**config.mk**
```make
export PLATFORM = sky130hd
export DESIGN_NAME = double_ended_queue_flat
export DESIGN_NICKNAME = d
export VERILOG_FILES = /design/src/hw/rtl/dq_pkg.sv /design/src/hw/rtl/dq_if.sv /design/src/hw/rtl/dq_ram.sv /design/src/hw/rtl/double_ended_queue.sv /design/src/flat_wrapper.sv
export SDC_FILE = /design/constraint.sdc
export NUM_CORES = 2
export LEC_CHECK = 0
export ABC_AREA = 1
export BUFFER_PORTS_ARGS = -buffer_cell sky130_fd_sc_hd__buf_2
export CORE_MARGIN = 2
export CORE_UTILIZATION = 44
export DETAILED_ROUTE_END_ITERATION = 10
export PLACE_DENSITY_LB_ADDON = 0.12
export SLEW_MARGIN = 20
export SYNTH_ARGS = -nofsm -noshare
export SYNTH_HDL_FRONTEND = slang
export SYNTH_HIERARCHICAL = 1
export SYNTH_SLANG_ARGS = --single-unit
```
**constraint.sdc**
```tcl
create_clock -name i_clk -period 16.2 [get_ports i_clk]
set_clock_uncertainty 0.2 [all_clocks]
set_input_delay 2.43 -clock i_clk [delete_from_list [all_inputs] [get_ports i_clk]]
set_output_delay 2.43 -clock i_clk [all_outputs]
set_load 0.05 [all_outputs]
```
**src/hw/rtl/dq_pkg.sv**
```systemverilog
package dq_pkg;

    localparam int KIND_W = 3;
    localparam int VAL_W  = 32;
    localparam int CNT_W  = 7;
    localparam int ST_W   = 2;

    typedef logic signed [VAL_W-1:0] t_value;
    typedef logic [KIND_W-1:0]       t_kind;
    typedef logic [CNT_W-1:0]        t_count;
    typedef logic [ST_W-1:0]         t_status;

    localparam t_kind K_PUSH_FRONT = 3'd0;
    localparam t_kind K_PUSH_BACK  = 3'd1;
    localparam t_kind K_POP_FRONT  = 3'd2;
    localparam t_kind K_POP_BACK   = 3'd3;
    localparam t_kind K_DUMP_FWD   = 3'd4;
    localparam t_kind K_DUMP_REV   = 3'd5;

    localparam t_status ST_OK    = 2'd0;
    localparam t_status ST_EMPTY = 2'd1;
    localparam t_status ST_ONE   = 2'd2;
    localparam t_status ST_FULL  = 2'd3;

endpackage

```
**src/hw/rtl/dq_if.sv**
```systemverilog
interface dq_in_if;
    logic           valid;
    logic           ready;
    dq_pkg::t_kind  kind;
    dq_pkg::t_value value;

    modport source (output valid, output kind, output value, input ready);
    modport sink (input valid, input kind, input value, output ready);
endinterface

interface dq_out_if;
    logic            valid;
    logic            ready;
    dq_pkg::t_value  item_value;
    dq_pkg::t_value  front_value;
    dq_pkg::t_value  back_value;
    dq_pkg::t_count  entry_count;
    dq_pkg::t_status status;
    logic            last;

    modport source (output valid, output item_value, output front_value, output back_value,
                    output entry_count, output status, output last, input ready);
    modport sink (input valid, input item_value, input front_value, input back_value,
                  input entry_count, input status, input last, output ready);
endinterface

```
**src/hw/rtl/dq_ram.sv**
```systemverilog
module dq_ram #(
    parameter int WIDTH = 32,
    parameter int DEPTH = 64
) (
    input  logic                     i_clk,
    input  logic                     i_we,
    input  logic [$clog2(DEPTH)-1:0] i_waddr,
    input  logic [WIDTH-1:0]         i_wdata,
    input  logic                     i_re,
    input  logic [$clog2(DEPTH)-1:0] i_raddr,
    output logic [WIDTH-1:0]         o_rdata
);

    logic [WIDTH-1:0] r_mem [DEPTH];
    logic [WIDTH-1:0] r_rdata;

    always_ff @(posedge i_clk) begin
        if (i_we) begin
            r_mem[i_waddr] <= i_wdata;
        end
        if (i_re) begin
            r_rdata <= r_mem[i_raddr];
        end
    end

    assign o_rdata = r_rdata;

endmodule

```
**src/hw/rtl/double_ended_queue.sv**
```systemverilog
// push, refused and unknown operations: result valid in the cycle after the input transfer
// pops: one store read, registered read data captured in the wait state, then the result is valid
// dumps: each entry is read the same way; the next read starts only once the output takes an entry
// next input is taken the cycle after the final result transfer; pops and dumps share the single
// store read port
// reset (synchronous, active low) empties the queue and idles the sequencer; store kept
module double_ended_queue #(
    parameter int DEPTH = 64
) (
    input  logic      i_clk,
    input  logic      i_rst_n,
    dq_in_if.sink     i_req,
    dq_out_if.source  o_rsp
);

    localparam int AW = $clog2(DEPTH);
    localparam int CW = dq_pkg::CNT_W;
    localparam int VAL_WIDTH = dq_pkg::VAL_W;

    typedef enum logic [2:0] {
        S_IDLE = 3'b001,
        S_WAIT = 3'b010,
        S_OUT  = 3'b100
    } t_state;

    typedef enum logic [1:0] {
        M_POPF = 2'd0,
        M_POPB = 2'd1,
        M_FWD  = 2'd2,
        M_REV  = 2'd3
    } t_mode;

    t_state          r_state, n_state;
    t_mode           r_mode, n_mode;
    logic [AW-1:0]   r_front, n_front;
    logic [CW-1:0]   r_count, n_count;
    logic [CW-1:0]   r_idx, n_idx;
    dq_pkg::t_value  r_front_val, n_front_val;
    dq_pkg::t_value  r_back_val, n_back_val;
    dq_pkg::t_value  r_item, n_item;
    dq_pkg::t_status r_status, n_status;
    logic            r_last, n_last;

    logic                  we;
    logic [AW-1:0]         waddr;
    logic                  re;
    logic [AW-1:0]         raddr;
    logic [VAL_WIDTH-1:0]  rdata;

    // slot of front plus offset, offset below DEPTH
    function automatic logic [AW-1:0] f_wrap(input logic [AW-1:0] base,
                                             input logic [CW-1:0] off);
        logic [CW:0] sum;
        sum = (CW+1)'(base) + (CW+1)'(off);
        if (sum >= (CW+1)'(DEPTH)) begin
            sum = sum - (CW+1)'(DEPTH);
        end
        return sum[AW-1:0];
    endfunction

    dq_ram #(
        .WIDTH (VAL_WIDTH),
        .DEPTH (DEPTH)
    ) u_ram (
        .i_clk   (i_clk),
        .i_we    (we),
        .i_waddr (waddr),
        .i_wdata (i_req.value),
        .i_re    (re),
        .i_raddr (raddr),
        .o_rdata (rdata)
    );

    always_comb begin
        n_state     = r_state;
        n_mode      = r_mode;
        n_front     = r_front;
        n_count     = r_count;
        n_idx       = r_idx;
        n_front_val = r_front_val;
        n_back_val  = r_back_val;
        n_item      = r_item;
        n_status    = r_status;
        n_last      = r_last;
        we          = 1'b0;
        waddr       = r_front;
        re          = 1'b0;
        raddr       = r_front;

        unique case (r_state)
            S_IDLE: begin
                if (i_req.valid) begin
                    n_item   = '0;
                    n_last   = 1'b1;
                    n_status = dq_pkg::ST_OK;
                    n_state  = S_OUT;
                    unique case (i_req.kind)
                        dq_pkg::K_PUSH_FRONT, dq_pkg::K_PUSH_BACK: begin
                            if (r_count == CW'(DEPTH)) begin
                                n_status = dq_pkg::ST_FULL;
                            end else begin
                                we      = 1'b1;
                                n_count = r_count + CW'(1);
                                if (i_req.kind == dq_pkg::K_PUSH_FRONT) begin
                                    n_front     = (r_front == '0) ? AW'(DEPTH - 1)
                                                                  : r_front - AW'(1);
                                    waddr       = n_front;
                                    n_front_val = i_req.value;
                                    if (r_count == '0) begin
                                        n_back_val = i_req.value;
                                    end
                                end else begin
                                    waddr      = f_wrap(r_front, r_count);
                                    n_back_val = i_req.value;
                                    if (r_count == '0) begin
                                        n_front_val = i_req.value;
                                    end
                                end
                            end
                        end
                        dq_pkg::K_POP_FRONT, dq_pkg::K_POP_BACK: begin
                            if (r_count == '0) begin
                                n_status = dq_pkg::ST_EMPTY;
                            end else if (r_count == CW'(1)) begin
                                n_status = dq_pkg::ST_ONE;
                            end else begin
                                // refetch the new end of the queue
                                n_count = r_count - CW'(1);
                                re      = 1'b1;
                                n_state = S_WAIT;
                                if (i_req.kind == dq_pkg::K_POP_FRONT) begin
                                    n_mode  = M_POPF;
                                    n_front = f_wrap(r_front, CW'(1));
                                    raddr   = n_front;
                                end else begin
                                    n_mode = M_POPB;
                                    raddr  = f_wrap(r_front, r_count - CW'(2));
                                end
                            end
                        end
                        dq_pkg::K_DUMP_FWD, dq_pkg::K_DUMP_REV: begin
                            if (r_count == '0) begin
                                n_status = dq_pkg::ST_EMPTY;
                            end else begin
                                re      = 1'b1;
                                n_idx   = '0;
                                n_state = S_WAIT;
                                if (i_req.kind == dq_pkg::K_DUMP_FWD) begin
                                    n_mode = M_FWD;
                                    raddr  = f_wrap(r_front, '0);
                                end else begin
                                    n_mode = M_REV;
                                    raddr  = f_wrap(r_front, r_count - CW'(1));
                                end
                            end
                        end
                        default: begin
                            n_status = dq_pkg::ST_OK;
                        end
                    endcase
                end
            end
            S_WAIT: begin
                n_state  = S_OUT;
                n_status = dq_pkg::ST_OK;
                unique case (r_mode)
                    M_POPF: begin
                        n_front_val = rdata;
                        n_item      = '0;
                        n_last      = 1'b1;
                    end
                    M_POPB: begin
                        n_back_val = rdata;
                        n_item     = '0;
                        n_last     = 1'b1;
                    end
                    M_FWD, M_REV: begin
                        n_item = rdata;
                        n_last = (r_idx == r_count - CW'(1));
                    end
                    default: begin
                        n_item = '0;
                    end
                endcase
            end
            S_OUT: begin
                if (o_rsp.ready) begin
                    if (!r_last) begin
                        // next dump entry
                        n_idx   = r_idx + CW'(1);
                        re      = 1'b1;
                        n_state = S_WAIT;
                        if (r_mode == M_FWD) begin
                            raddr = f_wrap(r_front, r_idx + CW'(1));
                        end else begin
                            raddr = f_wrap(r_front, r_count - CW'(2) - r_idx);
                        end
                    end else begin
                        n_state = S_IDLE;
                    end
                end
            end
            default: begin
                n_state = S_IDLE;
            end
        endcase
    end

    always_ff @(posedge i_clk) begin
        if (!i_rst_n) begin
            r_state <= S_IDLE;
            r_mode  <= M_POPF;
            r_front <= '0;
            r_count <= '0;
        end else begin
            r_state <= n_state;
            r_mode  <= n_mode;
            r_front <= n_front;
            r_count <= n_count;
        end
    end

    always_ff @(posedge i_clk) begin
        r_idx       <= n_idx;
        r_front_val <= n_front_val;
        r_back_val  <= n_back_val;
        r_item      <= n_item;
        r_status    <= n_status;
        r_last      <= n_last;
    end

    assign i_req.ready       = (r_state == S_IDLE);
    assign o_rsp.valid       = (r_state == S_OUT);
    assign o_rsp.item_value  = r_item;
    assign o_rsp.front_value = (r_count == '0) ? '0 : r_front_val;
    assign o_rsp.back_value  = (r_count == '0) ? '0 : r_back_val;
    assign o_rsp.entry_count = r_count;
    assign o_rsp.status      = r_status;
    assign o_rsp.last        = r_last;

endmodule

```
**src/flat_wrapper.sv**
```systemverilog
// flat-port wrapper written by rule: the top's interface ports become plain ports
module double_ended_queue_flat 
#(
    parameter int DEPTH = 64
)
  (i_clk, i_rst_n, i_req_valid, i_req_kind, i_req_value, i_req_ready, o_rsp_valid, o_rsp_item_value, o_rsp_front_value, o_rsp_back_value, o_rsp_entry_count, o_rsp_status, o_rsp_last, o_rsp_ready);
  dq_in_if i_req_i ();
  dq_out_if o_rsp_i ();
  input  logic i_clk;
  input  logic i_rst_n;
  input wire logic [$bits(i_req_i.valid)-1:0] i_req_valid;
  input wire logic [$bits(i_req_i.kind)-1:0] i_req_kind;
  input wire logic [$bits(i_req_i.value)-1:0] i_req_value;
  output wire logic [$bits(i_req_i.ready)-1:0] i_req_ready;
  output wire logic [$bits(o_rsp_i.valid)-1:0] o_rsp_valid;
  output wire logic [$bits(o_rsp_i.item_value)-1:0] o_rsp_item_value;
  output wire logic [$bits(o_rsp_i.front_value)-1:0] o_rsp_front_value;
  output wire logic [$bits(o_rsp_i.back_value)-1:0] o_rsp_back_value;
  output wire logic [$bits(o_rsp_i.entry_count)-1:0] o_rsp_entry_count;
  output wire logic [$bits(o_rsp_i.status)-1:0] o_rsp_status;
  output wire logic [$bits(o_rsp_i.last)-1:0] o_rsp_last;
  input wire logic [$bits(o_rsp_i.ready)-1:0] o_rsp_ready;
  assign i_req_i.valid = i_req_valid;
  assign i_req_i.kind = i_req_kind;
  assign i_req_i.value = i_req_value;
  assign i_req_ready = i_req_i.ready;
  assign o_rsp_valid = o_rsp_i.valid;
  assign o_rsp_item_value = o_rsp_i.item_value;
  assign o_rsp_front_value = o_rsp_i.front_value;
  assign o_rsp_back_value = o_rsp_i.back_value;
  assign o_rsp_entry_count = o_rsp_i.entry_count;
  assign o_rsp_status = o_rsp_i.status;
  assign o_rsp_last = o_rsp_i.last;
  assign o_rsp_i.ready = o_rsp_ready;
  double_ended_queue #(.DEPTH(DEPTH)) u_core (.i_clk(i_clk), .i_rst_n(i_rst_n), .i_req(i_req_i), .o_rsp(o_rsp_i));
endmodule
```
[Word level (Yosys, flattened, before mapping)]
Memory sizes are Yosys's and may differ from the RTL's. A register that Yosys moved wholly into a read port is not among the register bits.
Index checks and enable logic that the tools add are counted.
Cells by class
  div/mod/pow operators: 0
  order comparisons: 7
  eq/ne operators: 31
  multiplexer cells: 96
  bitwise logic cells: 0
  reduce and logical (&&, ||, !) cells: 21
  $mul: 0
  shift-type cells: 0
  add/subtract/negate cells: 19
Operators by type and width (number)
  32-bit 2-to-1 mux: 14
  32-bit case mux with 2 select lines: 4
  6-bit 2-to-1 mux: 27
  7-bit 2-to-1 mux: 8
  6-bit by 1-bit subtractor with 6-bit output (second input constant): 8
  6-bit by 7-bit adder with 8-bit output: 5
  8-bit by 7-bit >= comparator with 1-bit output (second input constant): 5
  6-bit case mux with 2 select lines: 3
  6-bit AND reduction: 5
  7-bit case mux with 2 select lines: 2
  1-bit 2-to-1 mux: 16
  2-bit 2-to-1 mux: 8
  2-bit inequality test (second input constant): 8
  3-bit 2-to-1 mux: 5
  7-bit by 1-bit adder with 7-bit output (second input constant): 2
  2-bit by 1-bit inequality test with 1-bit output (second input constant): 7
  2-bit OR reduction: 5
  3-bit by 2-bit == test with 1-bit output (second input constant): 3
  3-bit == test (second input constant): 3
  3-bit case mux with 3 select lines: 1
  1-bit case mux with 2 select lines: 4
  2-bit case mux with 2 select lines: 2
  8-bit AND reduction: 1
  2-bit nonzero test: 4
  other kinds (21): 24
Storage, ports and cells
  flip-flop bits (word level): 124
  bits in writable memories: 2048
  memories kept: 1
  latch bits: 0
  logic and storage cells: 185
  ROM bits: 0
Memory list
  u_core.u_ram.r_mem: depth 64, width 32, read ports 1, clocked after Yosys merged registers in 1, write ports 1, line dq_ram.sv:14  | logic [WIDTH-1:0] r_mem [DEPTH];

[Logic depth before layout (Yosys ltp)]
  word-level depth: 10
  mapped depth: 26
  depth with buffers taken out: 24

[Cells and area by module]
The synthesis kept the hierarchy.
Modules (own cells, without submodules)
  dq_ram: times used 1, area each 83106.0 um^2, cells an instance 6785
  double_ended_queue: times used 1, area each 7806.2 um^2, cells an instance 979

[Worst setup path before layout]
Ideal clock, no wire load.
  path type: input to register
  start point: in i_req_kind[1]
  end point: mem u_core.u_ram.r_mem[55][0] (enable)
  setup time: 0.461 ns
  path slack: 9.355 ns
  arrival: 6.184 ns
  data required time: 15.539 ns
  cell stages on the path: 13
  path through: inv_1 -> ha_1 -> inv_1 -> nor2_1 -> nand2_1 -> inv_1 -> buf_4 -> o21ai_0 -> o22ai_1 -> inv_1 -> nor3_1 -> inv_1 -> nor3_1
On the way
  longest elaborated chain between the ends: 7
Ends and longest elaborated chain
  start, declared: line flat_wrapper.sv:12  | input wire logic [$bits(i_req_i.kind)-1:0] i_req_kind;
  3-bit by 1-bit == test with 1-bit output or 3-bit zero test (tied branches): line double_ended_queue.sv:97  | unique case (i_req.kind)
  2-bit OR reduction *: line double_ended_queue.sv:97
  1-bit 2-to-1 mux *: line double_ended_queue.sv:97
  1-bit 2-to-1 mux *: line double_ended_queue.sv:92  | if (i_req.valid) begin
  1-bit 2-to-1 mux *: line double_ended_queue.sv:90  | unique case (r_state)
  named net u_core.we: line double_ended_queue.sv:44  | logic we;
  1-bit 2-to-1 mux *: line dq_ram.sv:18  | if (i_we) begin
  1-bit 2-to-1 mux (not written as such) *: line dq_ram.sv:19  | r_mem[i_waddr] <= i_wdata;
  end, declared: line dq_ram.sv:14
The timed path passes the listed nets; every way through them passes the cells marked *.

[Worst setup path after layout]
  start point: reg u_core.r_count[1], in the netlist u_core/o_rsp.entry_count[1]
  end point: reg u_core.u_ram.r_rdata[19], in the netlist u_core/u_ram/o_rdata[19] (read register of u_core.u_ram.r_mem) (data pin)
On the way
  longest elaborated chain between the ends: 10
Ends and longest elaborated chain
  start, declared: line double_ended_queue.sv:36  | logic [CW-1:0] r_count, n_count;
  start signal, assigned: line double_ended_queue.sv:219  | r_count <= n_count;
  branches (longest 9 deep; another with 6-bit by 7-bit adder with 8-bit output)
  6-bit case mux with 2 select lines *: line double_ended_queue.sv:90
  named net u_core.raddr[3]: line double_ended_queue.sv:47  | logic [AW-1:0] raddr;
  end, declared: line dq_ram.sv:15  | logic [WIDTH-1:0] r_rdata;
Mark *: on every way through the listed nets, which the timed path passes.
A chain may end at the register's enable or synchronous reset.

==> run summary <==
Buffers on Ports: 146
Core Region: 205000 um^2
Worst-margin pin slew: 1.22 ns
Endpoint type of the worst setup path: register
Asr flop ratio synth: 0
RSZ-0062 raised after global routing: no
Initial antenna violation count: 17
Area Overhead vs Synth: 11.8%
# DRC: 0
Vias per cell: 5.75
# nets final: 7895
Routed len/inst: 27.1 um
CP Max Fanout: 47
Syn nets: 7846
Hold_ws: 0.275 ns
Hold/Removal Path Class: register to register
Die width: 459 um
Drt total wl: 289000 um
Synth cell count leaders: 2454 x nand2_1, 2186 x edfxtp_1, 1949 x nand3_1, 262 x buf_2, 208 x nor2_1
Die height: 459 um
CTS-repair resized insts: 0
GPL Wtd Cong: 0.871
Cells after Synth: 7764
FF+latch count, synth: 2204
Starting density of the core: 0.443
Fraction of layout cells with a size suffix above 1: 0.0886
Final Hold Fails: 0
Top-count cell post-synth: nand2_1
Minimum clock period: 7.64 ns
Total number of vias: 61600
Setup Buffers After CTS: 0
Htree depth: 4
Final Util: 0.496
PD cells: 132 nW/um^2
Max_cap viols: 0
Global Route Usage Sum: 0.272
Leakage power: 0.0362 uW
Tcrit/Tclk final: 0.472
Sink Count: 2204
Seq/Total Area, Yosys: 0.726
Clk_lat worst skew: 0.86 ns
Post-DRT Antenna Nets: 0
R2r setup slk: 8.56 ns
Crit start category: register
Number of global-route vias before repair: 57800
Area leader, netlist: edfxtp_1
Req. time, crit path: 16.62 ns
Setup tns final: 0 ns
Post-synth top flop: edfxtp_1
Hold EP: u_core/r_mode[1]
R2R depth: 22
Crit Path Class: register to register
Hold buffers post-CTS: 0
Pre-antenna DRT Iters: 6
WP data arrival: 8.06 ns
Root Driver: clkbuf_16
Post-synth cell types: 43
CTS tree: built
Top-area cell type share of the netlist area: 0.722
Detailed Place HPWL: 151000 um
DRT iter0 DRCs: 7586
Final setup fails: 0
Worst rel slew slack: 0.184
Hold Crit Depth: 2
Placed inst area: 94400 um^2
Final Max Tran Viols: 0
Ports: 147
Synth top area cells: edfxtp_1 72%, nand3_1 11%, nand2_1 10%
Status: complete, no violations
Mapped Area: 90900 um^2
Yosys warning count: 6
Fill cell count: 18100
Hold_sp: u_core/r_mode[1]
Std-Cell Rows: 166
FF-to-FF End: u_core/u_ram/o_rdata[19]
Total Power: 13400 uW
Largest net degree at the start of global routing: 231
Post-synth EDFFs: 2186
Gr ovfl total: 0
Average size of a mapped cell: 11.7 um^2
Max clock buf depth: 3
CP Launch Point: u_core/o_rsp.entry_count[1]
IR drop worst, VDD: 122 uV
Reg-to-Reg Start: u_core/o_rsp.entry_count[1]
Fin area: 102000 um^2
Number of CTS-inserted buffers: 226
Fmax achieved: 131 MHz
Die ar.: 210000 um^2
First-pass GRT wire length: 415000 um
Reg clk slew, reported paths: 0.06 ns
## layout by cell type (no fill, tap or decap), types with 13 or more instances in the layout
cell       netlist  final
nand2_1       2454   2448
edfxtp_1      2186   2186
nand3_1       1949   1947
clkbuf_16        0    232
inv_1          190    186
nor2_1         208    148
buf_2          262    145
buf_4           44    144
o21ai_0         68     66
nor2_4           3     63
clkbuf_1        95     59
clkinv_1         2     58
a21oi_1         43     43
ha_1            38     38
clkinv_2         0     34
xor2_1          21     21
bufinv_16        0     20
dfxtp_1         18     18
nor3_1          17     13
o21ai_1         11     13
## metrics by stage
step / setup WS, ns / cells
after floorplan: 9.35 / 7764
after global placement: 7.90 / 10300
after detailed placement: 7.91 / 10300
after CTS: 8.61 / 10700
after global routing: 8.38 / 10700
final: 8.56 / 10700
## worst max-delay path by stage
stage and endpoint:
5_1_grt u_core/u_ram/o_rdata[19], 3_5_place_dp u_core/u_ram/o_rdata[18], 4_1_cts u_core/u_ram/o_rdata[19], 2_1_floorplan u_core/u_ram/r_mem[55][0], 3_3_place_gp u_core/u_ram/o_rdata[18], 6_report u_core/u_ram/o_rdata[19]
## kinds of logic after synthesis
| group | count (synthesis) | share of synthesized area |
|---|---|---|
| AOI/OAI and AO/OA | 148 | 0.00888 |
| xor gates and xnor gates | 30 | 0.00289 |
| buffers and inverters | 679 | 0.0351 |
| DFF | 2204 | 0.726 |
| adders and majority gates | 43 | 0.00633 |
| and+or+nand+nor | 4660 | 0.221 |
## state kept, by name, indices dropped and copies added, names as in the netlist, 6 cells and up
signal / count
u_core/u_ram/r_mem: 2048
u_core/o_rsp.item_value: 32
u_core/r_back_val: 32
u_core/r_front_val: 32
u_core/u_ram/o_rdata: 32
u_core/o_rsp.entry_count: 7
u_core/r_idx: 7
u_core/r_front: 6
## routing by layer
metal,GRT usage,vias to the layer above,share of wire
li1,-,27400,-
met1,0.398,31000,0.43
met2,0.419,2723,0.46
met3,0.0434,402,0.083
met4,0.0779,6,0.027
met5,0,-,0.00014
## worst max-delay path, stage by stage (launching register included)
cell and delay, ns:
dfxtp_1 0.56, inv_1 0.31, ha_1 0.37, inv_1 0.08, ha_1 0.34, or2_2 0.31
nand3_1 0.06, o21ai_0 0.14, ha_1 0.37, a21oi_1 0.18, o21ai_0 0.13, xnor2_1 0.24
a21oi_1 0.10, o22ai_1 0.22, nand2_4 0.32, inv_6 0.61, buf_4 0.66, buf_4 0.78
nand3_1 0.49, nand3_1 0.43, nand2_1 0.13, nand2_1 0.13, nand2_1 0.07
## layout make-up
cell class	count	area (um^2)	area share
sequential	2204	66000	0.649
clock inverter	125	1170	0.0115
timing repair buffer	299	2000	0.0197
antenna	8	20.0	0.000197
clock buffer	291	6030	0.0593
multi-input combinational	4881	22300	0.219
inverter	201	800	0.00786
tap	2688	3360	0.0331
## report_power, final
| group | internal [uW] | switching (uW) |
|---|---|---|
| logic | 417 | 1480 |
| registers | 6340 | 35.7 |
| clock network | 2930 | 2200 |
Note: power is estimated with default switching activity, not from simulation.
